[config.mk]
export PLATFORM = sky130hd
export DESIGN_NAME = matrix_multiply_4x4
export DESIGN_NICKNAME = d
export VERILOG_FILES = /design/src/hw/rtl/mm4_pkg.sv /design/src/hw/rtl/mm4_bank.sv /design/src/hw/rtl/mm4_seq.sv /design/src/hw/rtl/mm4_mac.sv /design/src/hw/rtl/matrix_multiply_4x4.sv
export SDC_FILE = /design/constraint.sdc
export NUM_CORES = 2
export LEC_CHECK = 0
export BUFFER_PORTS_ARGS = -buffer_cell sky130_fd_sc_hd__buf_2
export CORE_MARGIN = 10
export CORE_UTILIZATION = 59
export DETAILED_ROUTE_END_ITERATION = 7
export GPL_TIMING_DRIVEN = 0
export PLACE_DENSITY = 0.85
export SLEW_MARGIN = 20
export SYNTH_ARGS = -nofsm -noshare
export SYNTH_HDL_FRONTEND = slang
export SYNTH_SLANG_ARGS = --single-unit
[constraint.sdc]
create_clock -name aclk -period 7.1 [get_ports aclk]
set_input_delay 0.355 -clock aclk [delete_from_list [all_inputs] [get_ports aclk]]
set_output_delay 0.355 -clock aclk [all_outputs]
set_load 0.05 [all_outputs]
[src/hw/rtl/mm4_pkg.sv]
// Shared types and constants for the 4x4 fixed-point matrix multiplier.
package mm4_pkg;

    localparam int unsigned ELEM_W  = 32;
    localparam int unsigned PROD_W  = 2 * ELEM_W;
    localparam int unsigned ACC_W   = PROD_W + 2;
    localparam int unsigned ADDR_W  = 4;
    localparam int unsigned IDX_W   = 2;
    localparam int unsigned STEP_W  = 6;

    localparam logic [ADDR_W-1:0] LAST_SLOT = 4'd15;
    localparam logic [STEP_W-1:0] LAST_STEP = 6'd63;
    localparam logic [IDX_W-1:0]  LAST_IDX  = 2'd3;
    localparam logic [IDX_W-1:0]  FIRST_IDX = 2'd0;

    typedef enum logic [0:0] {
        SEQ_LOAD,
        SEQ_CALC
    } seq_state_t;

    // Tag that travels with each multiply-accumulate step
    typedef struct packed {
        logic             valid;
        logic             first;
        logic             last;
        logic [IDX_W-1:0] row;
        logic [IDX_W-1:0] col;
    } mac_tag_t;

endpackage

[src/hw/rtl/mm4_bank.sv]
// Element stores for both matrices: one write port, one registered read port each.
module mm4_bank (
    input  logic                                   aclk,
    input  logic                                   wr_en,
    input  logic [mm4_pkg::ADDR_W-1:0]             wr_addr,
    input  logic signed [mm4_pkg::ELEM_W-1:0]      wr_left,
    input  logic signed [mm4_pkg::ELEM_W-1:0]      wr_right,
    input  logic                                   rd_en,
    input  logic [mm4_pkg::ADDR_W-1:0]             rd_addr_left,
    input  logic [mm4_pkg::ADDR_W-1:0]             rd_addr_right,
    output logic signed [mm4_pkg::ELEM_W-1:0]      rd_left,
    output logic signed [mm4_pkg::ELEM_W-1:0]      rd_right
);
    import mm4_pkg::*;

    logic signed [ELEM_W-1:0] left_mem  [16];
    logic signed [ELEM_W-1:0] right_mem [16];
    logic signed [ELEM_W-1:0] rd_left_reg;
    logic signed [ELEM_W-1:0] rd_right_reg;

    // Store incoming elements
    always_ff @(posedge aclk) begin
        if (wr_en) begin
            left_mem[wr_addr]  <= wr_left;
            right_mem[wr_addr] <= wr_right;
        end
    end

    // Read operands, hold while the pipeline stalls
    always_ff @(posedge aclk) begin
        if (rd_en) begin
            rd_left_reg  <= left_mem[rd_addr_left];
            rd_right_reg <= right_mem[rd_addr_right];
        end
    end

    assign rd_left  = rd_left_reg;
    assign rd_right = rd_right_reg;

endmodule

[src/hw/rtl/mm4_seq.sv]
// Sequencer: counts loaded items, then steps through the 64 multiply-accumulates.
module mm4_seq (
    input  logic                          aclk,
    input  logic                          aresetn,
    input  logic                          s_valid,
    input  logic                          adv,
    output logic                          s_ready,
    output logic                          wr_en,
    output logic [mm4_pkg::ADDR_W-1:0]    wr_addr,
    output logic [mm4_pkg::ADDR_W-1:0]    rd_addr_left,
    output logic [mm4_pkg::ADDR_W-1:0]    rd_addr_right,
    output mm4_pkg::mac_tag_t             issue_tag
);
    import mm4_pkg::*;

    seq_state_t        state_reg, state_next;
    logic [ADDR_W-1:0] load_count_reg, load_count_next;
    logic [STEP_W-1:0] step_reg, step_next;
    logic              accept;
    logic [IDX_W-1:0]  row, col, k;

    assign accept = s_valid && s_ready;
    assign row    = step_reg[5:4];
    assign col    = step_reg[3:2];
    assign k      = step_reg[1:0];

    // Next state
    always_comb begin
        state_next = state_reg;
        case (state_reg)
            SEQ_LOAD: begin
                if (accept && load_count_reg == LAST_SLOT) begin
                    state_next = SEQ_CALC;
                end
            end
            SEQ_CALC: begin
                if (adv && step_reg == LAST_STEP) begin
                    state_next = SEQ_LOAD;
                end
            end
            default: state_next = SEQ_LOAD;
        endcase
    end

    // Counters
    always_comb begin
        load_count_next = load_count_reg;
        step_next       = step_reg;
        if (accept) begin
            load_count_next = load_count_reg + 1'b1;
        end
        if (state_reg == SEQ_CALC && adv) begin
            step_next = step_reg + 1'b1;
        end
    end

    // Outputs
    always_comb begin
        s_ready         = (state_reg == SEQ_LOAD);
        wr_en           = accept;
        wr_addr         = load_count_reg;
        rd_addr_left    = {row, k};
        rd_addr_right   = {k, col};
        issue_tag.valid = (state_reg == SEQ_CALC);
        issue_tag.first = (k == FIRST_IDX);
        issue_tag.last  = (k == LAST_IDX);
        issue_tag.row   = row;
        issue_tag.col   = col;
    end

    always_ff @(posedge aclk) begin
        if (!aresetn) begin
            state_reg      <= SEQ_LOAD;
            load_count_reg <= '0;
            step_reg       <= '0;
        end else begin
            state_reg      <= state_next;
            load_count_reg <= load_count_next;
            step_reg       <= step_next;
        end
    end

endmodule

[src/hw/rtl/mm4_mac.sv]
// Shared multiply-accumulate pipeline with floor shift, saturation and output register.
module mm4_mac #(
    parameter int unsigned FRAC_BITS = 16
) (
    input  logic                                aclk,
    input  logic                                aresetn,
    input  logic                                adv,
    input  mm4_pkg::mac_tag_t                   issue_tag,
    input  logic signed [mm4_pkg::ELEM_W-1:0]   op_left,
    input  logic signed [mm4_pkg::ELEM_W-1:0]   op_right,
    output logic                                m_valid,
    output logic signed [mm4_pkg::ELEM_W-1:0]   m_product_element,
    output logic [mm4_pkg::IDX_W-1:0]           m_row_index,
    output logic [mm4_pkg::IDX_W-1:0]           m_column_index,
    output logic                                m_final_flag
);
    import mm4_pkg::*;

    localparam logic signed [ACC_W-1:0] SAT_MAX = ACC_W'(64'sh0000_0000_7FFF_FFFF);
    localparam logic signed [ACC_W-1:0] SAT_MIN = -ACC_W'(64'sh0000_0000_8000_0000);

    mac_tag_t                 tag1_reg, tag2_reg;
    logic signed [PROD_W-1:0] prod_reg;
    logic signed [ACC_W-1:0]  acc_reg, acc_next;
    logic signed [ACC_W-1:0]  prod_ext, shifted;
    logic                     done_reg;
    logic [IDX_W-1:0]         done_row_reg, done_col_reg;
    logic                     out_valid_reg;
    logic signed [ELEM_W-1:0] out_data_reg, sat_value;
    logic [IDX_W-1:0]         out_row_reg, out_col_reg;
    logic                     out_final_reg;

    // Align tags with operand read and product stages
    always_ff @(posedge aclk) begin
        if (!aresetn) begin
            tag1_reg <= '0;
            tag2_reg <= '0;
        end else if (adv) begin
            tag1_reg <= issue_tag;
            tag2_reg <= tag1_reg;
        end
    end

    // Multiply
    always_ff @(posedge aclk) begin
        if (adv) begin
            prod_reg <= op_left * op_right;
        end
    end

    // Accumulate at full width
    assign prod_ext = {{(ACC_W-PROD_W){prod_reg[PROD_W-1]}}, prod_reg};
    always_comb begin
        acc_next = acc_reg;
        if (tag2_reg.valid) begin
            acc_next = tag2_reg.first ? prod_ext : acc_reg + prod_ext;
        end
    end

    always_ff @(posedge aclk) begin
        if (adv) begin
            acc_reg      <= acc_next;
            done_row_reg <= tag2_reg.row;
            done_col_reg <= tag2_reg.col;
        end
    end

    always_ff @(posedge aclk) begin
        if (!aresetn) begin
            done_reg <= 1'b0;
        end else if (adv) begin
            done_reg <= tag2_reg.valid && tag2_reg.last;
        end
    end

    // Floor shift and saturate
    assign shifted = acc_reg >>> FRAC_BITS;
    always_comb begin
        if (shifted > SAT_MAX) begin
            sat_value = SAT_MAX[ELEM_W-1:0];
        end else if (shifted < SAT_MIN) begin
            sat_value = SAT_MIN[ELEM_W-1:0];
        end else begin
            sat_value = shifted[ELEM_W-1:0];
        end
    end

    // Output register: load when a finished element arrives, drop once taken
    always_ff @(posedge aclk) begin
        if (!aresetn) begin
            out_valid_reg <= 1'b0;
        end else if (adv) begin
            out_valid_reg <= done_reg;
        end
    end

    always_ff @(posedge aclk) begin
        if (adv && done_reg) begin
            out_data_reg  <= sat_value;
            out_row_reg   <= done_row_reg;
            out_col_reg   <= done_col_reg;
            out_final_reg <= (done_row_reg == LAST_IDX) && (done_col_reg == LAST_IDX);
        end
    end

    assign m_valid           = out_valid_reg;
    assign m_product_element = out_data_reg;
    assign m_row_index       = out_row_reg;
    assign m_column_index    = out_col_reg;
    assign m_final_flag      = out_final_reg;

endmodule

[src/hw/rtl/matrix_multiply_4x4.sv]
// The 16th item of a pair starts the 64 MACs; each element then passes the operand
// read, product, accumulate and output registers. Throughput: one MAC per cycle
// unless stalled, four MACs per element, set by the single shared multiplier.
// The result side stalls the whole MAC pipeline while an element waits to be taken.
// Reset (aresetn low, synchronous) clears the load count, sequencer and valid flags;
// the element stores are not cleared.
module matrix_multiply_4x4 #(
    parameter int unsigned FRAC_BITS = 16
) (
    input  logic                                aclk,
    input  logic                                aresetn,
    input  logic                                s_valid,
    output logic                                s_ready,
    input  logic signed [mm4_pkg::ELEM_W-1:0]   s_left_element,
    input  logic signed [mm4_pkg::ELEM_W-1:0]   s_right_element,
    output logic                                m_valid,
    input  logic                                m_ready,
    output logic signed [mm4_pkg::ELEM_W-1:0]   m_product_element,
    output logic [mm4_pkg::IDX_W-1:0]           m_row_index,
    output logic [mm4_pkg::IDX_W-1:0]           m_column_index,
    output logic                                m_final_flag
);
    import mm4_pkg::*;

    logic                     adv;
    logic                     wr_en;
    logic [ADDR_W-1:0]        wr_addr, rd_addr_left, rd_addr_right;
    logic signed [ELEM_W-1:0] op_left, op_right;
    mac_tag_t                 issue_tag;

    // Advance the pipeline unless a result is waiting and not taken
    assign adv = !m_valid || m_ready;

    mm4_seq u_seq (
        .aclk          (aclk),
        .aresetn       (aresetn),
        .s_valid       (s_valid),
        .adv           (adv),
        .s_ready       (s_ready),
        .wr_en         (wr_en),
        .wr_addr       (wr_addr),
        .rd_addr_left  (rd_addr_left),
        .rd_addr_right (rd_addr_right),
        .issue_tag     (issue_tag)
    );

    mm4_bank u_bank (
        .aclk          (aclk),
        .wr_en         (wr_en),
        .wr_addr       (wr_addr),
        .wr_left       (s_left_element),
        .wr_right      (s_right_element),
        .rd_en         (adv),
        .rd_addr_left  (rd_addr_left),
        .rd_addr_right (rd_addr_right),
        .rd_left       (op_left),
        .rd_right      (op_right)
    );

    mm4_mac #(
        .FRAC_BITS (FRAC_BITS)
    ) u_mac (
        .aclk              (aclk),
        .aresetn           (aresetn),
        .adv               (adv),
        .issue_tag         (issue_tag),
        .op_left           (op_left),
        .op_right          (op_right),
        .m_valid           (m_valid),
        .m_product_element (m_product_element),
        .m_row_index       (m_row_index),
        .m_column_index    (m_column_index),
        .m_final_flag      (m_final_flag)
    );

endmodule

==> PnR_summary.wiki <==
{| class="wikitable"
! Metric !! Value
|-
| Most frequently used flop master after synthesis || sky130_fd_sc_hd__edfxtp_1
|-
| Launch instance of the worst min-delay path || m_ready
|-
| Number of instances on the worst hold path || 5
|-
| Ratio of final minimum period to clock period || 1.15
|-
| Number of detailed-route iterations in the first pass || 8
|-
| Met3 wire length || 44900 µm
|-
| TritonCTS sink count || 1286
|-
| Layout Area Growth over Synthesis || 16.2%
|-
| Final Setup Violations || 42
|-
| Area of the core region || 147000 µm²
|-
| Count of flip-flops with a built-in enable after synthesis || 1259
|-
| Met2 Wirelength || 148000 µm
|-
| Cell count of the worst reg-to-reg path || 27
|-
| Vias after detailed routing || 60.4k
|-
| Endpoint of the worst hold path || u_mac.tag2_reg[1]
|-
| DIE AREA || 164000 µm²
|-
| Die Span X || 405 µm
|-
| Warning count from the yosys run || 0
|-
| Unrepaired setup endpoints after global routing || yes
|-
| Launching element type of the critical path || flop
|-
| Final core occ || 0.689
|-
| Quantity of I/O buffers inserted on ports || 106
|-
| Data arrival time of the worst path || 8.74 ns
|-
| Endpoint required time on the critical path || 7.65 ns
|-
| Wire length of the first global-routing pass || 453000 µm
|-
| Worst slew margin relative to its limit || 0.0921
|-
| Type of the worst min-delay path || in -> reg
|-
| Timing-limited maximum frequency || 122 MHz
|-
| Post-Synthesis Cells || 6419
|-
| H-tree level count || 4
|-
| DRC violation count after routing || 0
|-
| Final nets || 8396
|-
| Clock skew after layout || 0.0895 ns
|-
| Number of fill cells in the layout || 9541
|-
| Final ANT Viol Nets || 0
|-
| Run status || complete, but fails checks
|-
| Violated checks || negative setup slack
|-
| Max Buffers Root-to-Sink || 3
|-
| Worst-Skew Late Latency || 0.84 ns
|-
| Detailed-route vias per instance || 6.67
|-
| Max-capacitance violation count || 0
|-
| Area fraction of the dominant cell type after synthesis || 0.432
|-
| Hold Fails Final Rpt || 0
|-
| Share of flip-flops with an asynchronous set or reset || 0
|-
| Leading cell types by total area after synthesis || sky130_fd_sc_hd__edfxtp_1 43%, sky130_fd_sc_hd__fa_1 25%, sky130_fd_sc_hd__mux4_2 8.2%, sky130_fd_sc_hd__inv_1 4.3%, sky130_fd_sc_hd__and2_1 3.8%
|-
| TritonCTS clock tree || yes
|-
| Actual transition at the worst max-transition pin || 1.36 ns
|-
| Post-route met1 wirelength || 105000 µm
|-
| Total congestion overflow after global routing || 0
|-
| Critical path fanouts, max || 6
|-
| Netlist cell types || 88
|-
| Starting density of the core || 0.593
|-
| Fin worst setup slack || -1.09 ns
|-
| Synthesis-stage register bit count || 1286
|-
| Synthesized netlist net count || 7825
|-
| Vias in the first global route || 61.6k
|-
| Aggregate routed wire length || 329000 µm
|-
| Number of placed I/O pins || 107
|-
| Global-route usage over all layers || 0.393
|-
| TritonCTS Buffers || 130
|-
| Placer's final routability congestion estimate || 1.04
|-
| Iteration-0 DRC count of the detailed router || 9609
|-
| Vertical extent of the die || 405 µm
|-
| Reg-to-Reg End || u_mac.prod_reg[59]
|-
| Clock root buffer master || sky130_fd_sc_hd__clkbuf_16
|-
| Share of the yosys chip area belonging to registers || 0.439
|-
| Num rows || 141
|-
| HPWL after detailed placement || 208000 µm
|-
| Clock Pin Slew Worst Setup and Hold Paths || 0.08 ns
|-
| R2R Setup Slk || -1.09 ns
|-
| Largest area contributor in the synthesized netlist || sky130_fd_sc_hd__edfxtp_1
|-
| Pin count of the biggest net entering global routing || 54
|-
| Post-synthesis cell area || 87400 µm²
|-
| Routed WL per cell || 36.3 µm
|-
| Min Clock Period, post-route || 8.19 ns
|-
| Startpoint of the worst-slack reg-to-reg timing path || u_bank.rd_right[5]
|-
| Initial antenna violation count || 42
|-
| Hold_ws || 0.293 ns
|-
| Mean Syn Cell Area || 13.6 µm²
|-
| Number of max-slew violations in the final report || 0
|-
| Type of the worst setup path || reg -> reg
|-
| Category of the worst setup path capture point || flop
|-
| Highest Signal Layer || met5
|-
| Fraction of layout cells with a size suffix above 1 || 0.212
|}
-- what timing repair did --
item | 4_1_cts | 5_1_grt
buffers inserted | 153 | 101
hold buffers | 65 | 0
setup endpoints to repair | 49 | 45
pin swaps | 106 | 161
hold endpoints to repair | 1030 | 0
resized for setup | 585 | 310
gates cloned | 1 | 3
-- cell type report --
| cell class | instances | area, µm² | share of cell area |
|---|---|---|---|
| clock buffer | 159 | 3400 | 0.0335 |
| inverter | 1004 | 3800 | 0.0374 |
| multi-input combinational | 3805 | 45600 | 0.448 |
| sequential | 1286 | 38300 | 0.377 |
| buffer | 307 | 2710 | 0.0266 |
| timing repair buffer | 456 | 4260 | 0.0419 |
| tap | 1930 | 2410 | 0.0238 |
| clock inverter | 79 | 1100 | 0.0108 |
| antenna | 24 | 60.1 | 0.000591 |
-- worst max-delay path, stage by stage, from the launching register on --
cell and delay (ns):
sky130_fd_sc_hd__edfxtp_1 0.40, sky130_fd_sc_hd__buf_12 0.19, sky130_fd_sc_hd__buf_4 0.14, sky130_fd_sc_hd__clkbuf_16 0.13, sky130_fd_sc_hd__nand2_1 0.12, sky130_fd_sc_hd__fa_1 0.63, sky130_fd_sc_hd__inv_1 0.08, sky130_fd_sc_hd__fa_2 0.39
sky130_fd_sc_hd__fa_2 0.69, sky130_fd_sc_hd__inv_1 0.09, sky130_fd_sc_hd__fa_1 0.49, sky130_fd_sc_hd__inv_1 0.06, sky130_fd_sc_hd__fa_1 0.49, sky130_fd_sc_hd__fa_2 0.60, sky130_fd_sc_hd__fa_1 0.46, sky130_fd_sc_hd__fa_1 0.55
sky130_fd_sc_hd__ha_4 0.33, sky130_fd_sc_hd__nand4_1 0.15, sky130_fd_sc_hd__a21oi_4 0.23, sky130_fd_sc_hd__and4_4 0.29, sky130_fd_sc_hd__nor4_4 0.06, sky130_fd_sc_hd__a211oi_2 0.29, sky130_fd_sc_hd__o211ai_1 0.13, sky130_fd_sc_hd__buf_4 0.17
sky130_fd_sc_hd__a211oi_4 0.26, sky130_fd_sc_hd__nor3_4 0.08, sky130_fd_sc_hd__o31ai_2 0.30, sky130_fd_sc_hd__xnor2_1 0.11
-- cell families after synthesis --
logic type,count (synthesis),synth area share
flip-flops,1286,0.439
XOR/XNOR,125,0.0125
adder cells (fa/ha/maj),1338,0.284
buffers and inverters,1328,0.0573
AO/OA/AOI/OAI,513,0.0395
AND/OR/NAND/NOR,1503,0.0846
multiplexers,326,0.0832
-- cells in the mapped netlist, types with 7 or more instances --
cell type / instances
sky130_fd_sc_hd__inv_1: 1001
sky130_fd_sc_hd__buf_1: 27
sky130_fd_sc_hd__a211o_1: 7
sky130_fd_sc_hd__mux4_2: 320
sky130_fd_sc_hd__nor4_1: 8
sky130_fd_sc_hd__nor3_1: 18
sky130_fd_sc_hd__a21boi_0: 20
sky130_fd_sc_hd__a21o_1: 96
sky130_fd_sc_hd__fa_1: 1083
sky130_fd_sc_hd__a21oi_1: 119
sky130_fd_sc_hd__ha_1: 255
sky130_fd_sc_hd__nor2b_1: 19
sky130_fd_sc_hd__o211ai_1: 13
sky130_fd_sc_hd__o21ai_0: 95
sky130_fd_sc_hd__nand3_1: 35
sky130_fd_sc_hd__edfxtp_1: 1259
sky130_fd_sc_hd__and2_1: 536
sky130_fd_sc_hd__a211oi_1: 17
sky130_fd_sc_hd__xor2_1: 38
sky130_fd_sc_hd__nand2b_1: 23
sky130_fd_sc_hd__o21ai_1: 8
sky130_fd_sc_hd__nand4_1: 26
sky130_fd_sc_hd__o31ai_1: 9
sky130_fd_sc_hd__o21bai_1: 26
sky130_fd_sc_hd__o21a_1: 27
sky130_fd_sc_hd__nand2_1: 645
sky130_fd_sc_hd__a31oi_1: 12
sky130_fd_sc_hd__and3_1: 14
sky130_fd_sc_hd__nor2_1: 149
sky130_fd_sc_hd__clkbuf_1: 288
sky130_fd_sc_hd__xnor2_1: 87
sky130_fd_sc_hd__dfxtp_1: 27
-- how the worst max path moves through the flow --
stage | end | startpoint | slack [ns]
global placement | u_mac.acc_reg[60] | m_ready | -2.95
CTS | u_mac.prod_reg[52] | u_bank.rd_right[5] | -0.87
finish | u_mac.prod_reg[59] | u_bank.rd_right[5] | -1.09
floorplan | u_mac.prod_reg[52] | u_bank.rd_right[5] | -0.24
detailed placement | u_mac.prod_reg[60] | u_bank.rd_left[15] | -2.09
global route | u_mac.prod_reg[39] | u_bank.rd_left[14] | -1.14
-- cell usage in the layout (no fill, tap or decap), types with 145 or more instances in the layout --
master                      Yosys  routed
sky130_fd_sc_hd__fa_1        1083     976
sky130_fd_sc_hd__nor2_1       149     145
sky130_fd_sc_hd__edfxtp_1    1259    1259
sky130_fd_sc_hd__mux4_2       320     320
sky130_fd_sc_hd__and2_1       536     493
sky130_fd_sc_hd__clkbuf_16      0     159
sky130_fd_sc_hd__inv_1       1001     951
sky130_fd_sc_hd__nand2_1      645     627
sky130_fd_sc_hd__buf_4          5     200
sky130_fd_sc_hd__ha_1         255     218
-- metrics by stage --
stage	setup slack [ns]	std cells	TNS, ns	instance area [µm²]
2_1_floorplan	-0.238	6419	-1.69	87700
3_3_place_gp	-2.95	8455	-336.63	90600
3_5_place_dp	-2.09	8486	-62.19	91400
4_1_cts	-0.871	8934	-18.37	99900
5_1_grt	-1.14	9031	-31.88	102000
6_report	-1.09	9050	-27.66	102000
-- routing by layer --
layer	vias up	global-route usage
met1	30200	0.468
met4	34	0.264
met5	-	0.00205
li1	22700	-
met2	5786	0.604
met3	1666	0.140
Power is left out: the tool's default activity adds up to more than one toggle a clock period on the data nets, which glitch-free logic cannot reach.
